--- src/rtl/etx_pkg.sv ---
`default_nettype none
package etx_pkg;

    localparam int unsigned MAX_TERMS  = 32;
    localparam int unsigned TERM_W     = 6;
    localparam int unsigned ARG_W      = 32;
    localparam int unsigned SUM_W      = 64;
    localparam int unsigned MAG_W      = 63;
    localparam int unsigned DIV_BITS   = 8;
    localparam int unsigned DIV_STAGES = 9;
    localparam int unsigned DIV_W      = DIV_BITS * DIV_STAGES;
    // add stage, two multiply stages, divider stages
    localparam int unsigned RING_DEPTH = 3 + DIV_STAGES;

    localparam logic [TERM_W-1:0] NUM_TERMS_RST = TERM_W'(20);
    localparam logic [MAG_W-1:0]  MAG_ONE       = MAG_W'(64'h1_0000_0000);
    localparam logic [MAG_W-1:0]  MAG_MAX       = {MAG_W{1'b1}};

    typedef struct packed {
        logic              valid;
        logic              xneg;
        logic [ARG_W-1:0]  ax;
        logic              neg;
        logic [MAG_W-1:0]  mag;
        logic [SUM_W-1:0]  sum;
        logic              ovf;
        logic [TERM_W-1:0] k;
        logic [TERM_W-1:0] n;
    } t_tok;

endpackage
`default_nettype wire

--- src/rtl/etx_div_stage.sv ---
`default_nettype none
module etx_div_stage (
    input  wire                        i_clk,
    input  wire                        i_rst_n,
    input  etx_pkg::t_tok              i_tok,
    input  wire [etx_pkg::DIV_W-1:0]   i_w,
    input  wire [etx_pkg::TERM_W-1:0]  i_rem,
    output etx_pkg::t_tok              o_tok,
    output logic [etx_pkg::DIV_W-1:0]  o_w,
    output logic [etx_pkg::TERM_W-1:0] o_rem
);
    import etx_pkg::*;

    t_tok              r_tok;
    logic [DIV_W-1:0]  r_w;
    logic [TERM_W-1:0] r_rem;
    logic [DIV_W-1:0]  n_w;
    logic [TERM_W-1:0] n_rem;
    logic [TERM_W:0]   trial;
    logic [TERM_W:0]   divisor;

    // divisor is the index of the term being formed
    assign divisor = {1'b0, i_tok.k} + (TERM_W+1)'(1);

    // restoring division, one quotient bit per step, bits shift in at the bottom
    always_comb begin
        n_w   = i_w;
        n_rem = i_rem;
        trial = '0;
        for (int s = 0; s < DIV_BITS; s++) begin
            trial = {n_rem, n_w[DIV_W-1]};
            if (trial >= divisor) begin
                trial = trial - divisor;
                n_w   = {n_w[DIV_W-2:0], 1'b1};
            end else begin
                n_w   = {n_w[DIV_W-2:0], 1'b0};
            end
            n_rem = trial[TERM_W-1:0];
        end
    end

    always_ff @(posedge i_clk) begin
        if (!i_rst_n) begin
            r_tok <= '0;
        end else begin
            r_tok <= i_tok;
        end
        r_w   <= n_w;
        r_rem <= n_rem;
    end

    assign o_tok = r_tok;
    assign o_w   = r_w;
    assign o_rem = r_rem;
endmodule
`default_nettype wire

--- config.mk ---
export PLATFORM = sky130hd
export DESIGN_NAME = etx_div_stage
export DESIGN_NICKNAME = d
export VERILOG_FILES = /design/src/rtl/etx_pkg.sv /design/src/rtl/etx_div_stage.sv
export SDC_FILE = /design/constraint.sdc
export NUM_CORES = 1
export LEC_CHECK = 0
export ABC_AREA = 1
export BUFFER_PORTS_ARGS = -buffer_cell sky130_fd_sc_hd__buf_4
export CORE_AREA = 2 2 198 200
export CTS_CLUSTER_DIAMETER = 40
export DETAILED_ROUTE_END_ITERATION = 8
export DIE_AREA = 0 0 200 202
export PLACE_DENSITY = 0.57
export SETUP_SLACK_MARGIN = 0.3
export SYNTH_ARGS = -nofsm -noshare
export SYNTH_HDL_FRONTEND = slang
export SYNTH_SLANG_ARGS = --single-unit
export TNS_END_PERCENT = 1
--- constraint.sdc ---
create_clock -name i_clk -period 32.5 [get_ports i_clk]
set_clock_uncertainty 0.1 [all_clocks]
set_input_delay 1.625 -clock i_clk [delete_from_list [all_inputs] [get_ports i_clk]]
set_output_delay 1.625 -clock i_clk [all_outputs]
set_load 0.005 [all_outputs]
==> impl_metrics.ini <==
[run_status]
status = complete, no violations

[critical_path]
cpMaxStageDelayCell = ha_1
cp-end-kind = flip-flop
worstSetupPathDepth = 76
critPathTopFamily = compound AO/OA/AOI/OAI gates
cp.arrival_ns = 14.31
path_class = in -> reg
path_buf_inv = 13
start_kind = primary input
critPathMaxFanout = 13
crit_path_max_incr_delay_ns = 0.59
cp.required_ns = 32.85

[synth]
synth_cell_types = 42
ys_seq_area_share_pct = 53.72
synth_top_area_share_pct = 53.72
synth-compound-area-share_pct = 4.725
synthSimpleGateAreaFrac_pct = 19.73
synth_fa_ha_area_share_pct = 8.600
synthTopCellsByArea = dfxtp_1 54%, nand2_1 11%, inv_1 9.7%, ha_1 6.9%, nand3_1 2.4%
async_flop_share_pct = 0
yosys-top-cells-count = 285 x nand2_1, 253 x dfxtp_1, 243 x inv_1
synthXorXnorAreaFrac_pct = 2.137
ys.flop_type = dfxtp_1
syn-cell-area_mm2 = 0.009428
yosysMostFrequentCell = nand2_1
synth_seq_cells = 253
avgSynthCellArea_um2 = 8.665
yosys.area.top_type = dfxtp_1
synth_edf_count = 0
synth_nets = 1403
muxShareOfSynthArea_pct = 0.2389
synth_top_family_by_area = simple AND/OR/NAND/NOR gates
yosys_warnings = 0
synthCells = 1088

[clock_network]
cts_max_level = 2
cts_tree = yes
cts.sinks = 253
cts_buffer_depth = 3
cts_resized = 0
numCtsBuffers = 45
cts_hold_buffers = 0
cts_setup_buffers = 0
root_buffer = clkbuf_16
clk_pin_slew_ns = 0.06

[placed_design]
placed_area_mm2 = 0.01382
portBuffers = 507
dp_hpwl_mm = 31.46
gp_congestion = 0.9083

[timing]
rsz0062_at_grt = no
hold_viol_final = 0
setup-violations-final = 0
drv_slew = 0
fin_tns_setup_ns = 0
final.hold.worst_slack_ns = 1.076
timing.fmax_mhz = 71.60
max-slew-margin-rel_pct = 38.82
worst_pin_slew_ns = 0.9177
fin_crit_sh_pct = 42.97
layout_min_cycle_time_ns = 13.97

[grt]
gr-usage-all-layers_pct = 18.48
grt_max_degree = 94
grt_pass1_wl_mm = 54.00
grt_pass1_vias = 8632
antenna_found_initial = 8
grt.overflow.total = 0

[hold_path]
hold_end = o_w[57]$_DFF_P_
hold_path_class = in -> reg
min_path_cells = 1
worstHoldStart = i_w[49]

[routing]
antenna_left = 0
post-route-drc-count = 0
wire_per_inst_um = 17.77
wirelength_mm = 38.76
viasPerCell = 3.965
vias = 8647
drt_iter0_markers = 342
first_pass_iters = 5

[floorplanning]
start_util_pct = 24.62
die_h_um = 202
die-area_mm2 = 0.04040
placement_rows = 72
die_x_um = 200
io_pins = 508
core_area_mm2 = 0.03829

[flow_run]
drv_cap = 0

[final_layout]
fin_area_mm2 = 0.01530
nNetsFinal = 1939
synthToLayoutAreaGrowth_pct = 62.34
fin_util_pct = 39.97
drive_above_1_share_pct = 39.25
cells in the final DEF (no fill, tap or decap), types with 9 or more instances in the layout:
cell | synthesis | final
xnor2_1 | 12 | 12
nand3_2 | 12 | 12
nand4_1 | 9 | 9
inv_1 | 243 | 243
nor2_1 | 15 | 15
nand2_1 | 285 | 285
dfxtp_1 | 253 | 253
buf_4 | 1 | 508
nand2_2 | 17 | 17
nand3_1 | 46 | 46
xor2_1 | 11 | 11
ha_1 | 52 | 52
clkbuf_16 | 0 | 45
inv_6 | 0 | 12
a21oi_1 | 24 | 24
o21ai_0 | 16 | 16
layout make-up:
cell class | count | area [um2]
clock inverters | 32 | 305.3
diodes | 2 | 5.005
multi-input cells | 565 | 3341
fillers | 3909 | 22980
inverters | 250 | 943.4
clock buffers | 52 | 1172
flip-flops and latches | 253 | 5065
well taps | 518 | 648.1
repair buffers | 509 | 3825
worst max-delay path by stage:
stage	start	endpoint	slack [ns]
finish	i_tok[6]	o_rem[3]$_DFF_P_	18.53
global route	i_tok[6]	o_rem[2]$_DFF_P_	17.38
CTS	i_tok[6]	o_rem[3]$_DFF_P_	18.56
detailed placement	i_tok[6]	o_rem[3]$_DFF_P_	17.99
global placement	i_tok[6]	o_rem[4]$_DFF_P_	18.56
floorplan	i_tok[6]	o_rem[1]$_DFF_P_	19.92
state kept, by name (all words and copies together) (netlist names):
register	count
o_tok	175
o_w	72
o_rem	6
cell families (layout without fill, tap and decap cells):
family                     Yosys count  after routing
DFF                                253            253
xor gates and xnor gates            23             23
and+or+nand+nor                    412            412
other                                0              2
buffers and inverters              270            843
muxes                                1              1
adders and majority gates           60             60
AOI/OAI and AO/OA                   69             69
through the flow:
stage,setup slack [ns],std cells
after floorplan,19.92,1088
after global placement,18.56,2095
after detailed placement,17.99,2095
after CTS,18.56,2179
after global routing,17.38,2181
final,18.53,2181
layer usage:
metal | share of wire [%] | GRT usage [%] | up-vias | routed length (um)
met2 | 48 | 31.42 | 336 | 18780
met4 | 2.8 | 6.217 | 12 | 1073
met3 | 9.4 | 7.592 | 69 | 3658
met5 | 0.19 | 0 | - | 75
met1 | 39 | 20.77 | 3883 | 15170
li1 | - | - | 4347 | -
Power is left out: the tool's default activity adds up to more than one toggle a clock period on the data nets, which glitch-free logic cannot reach.
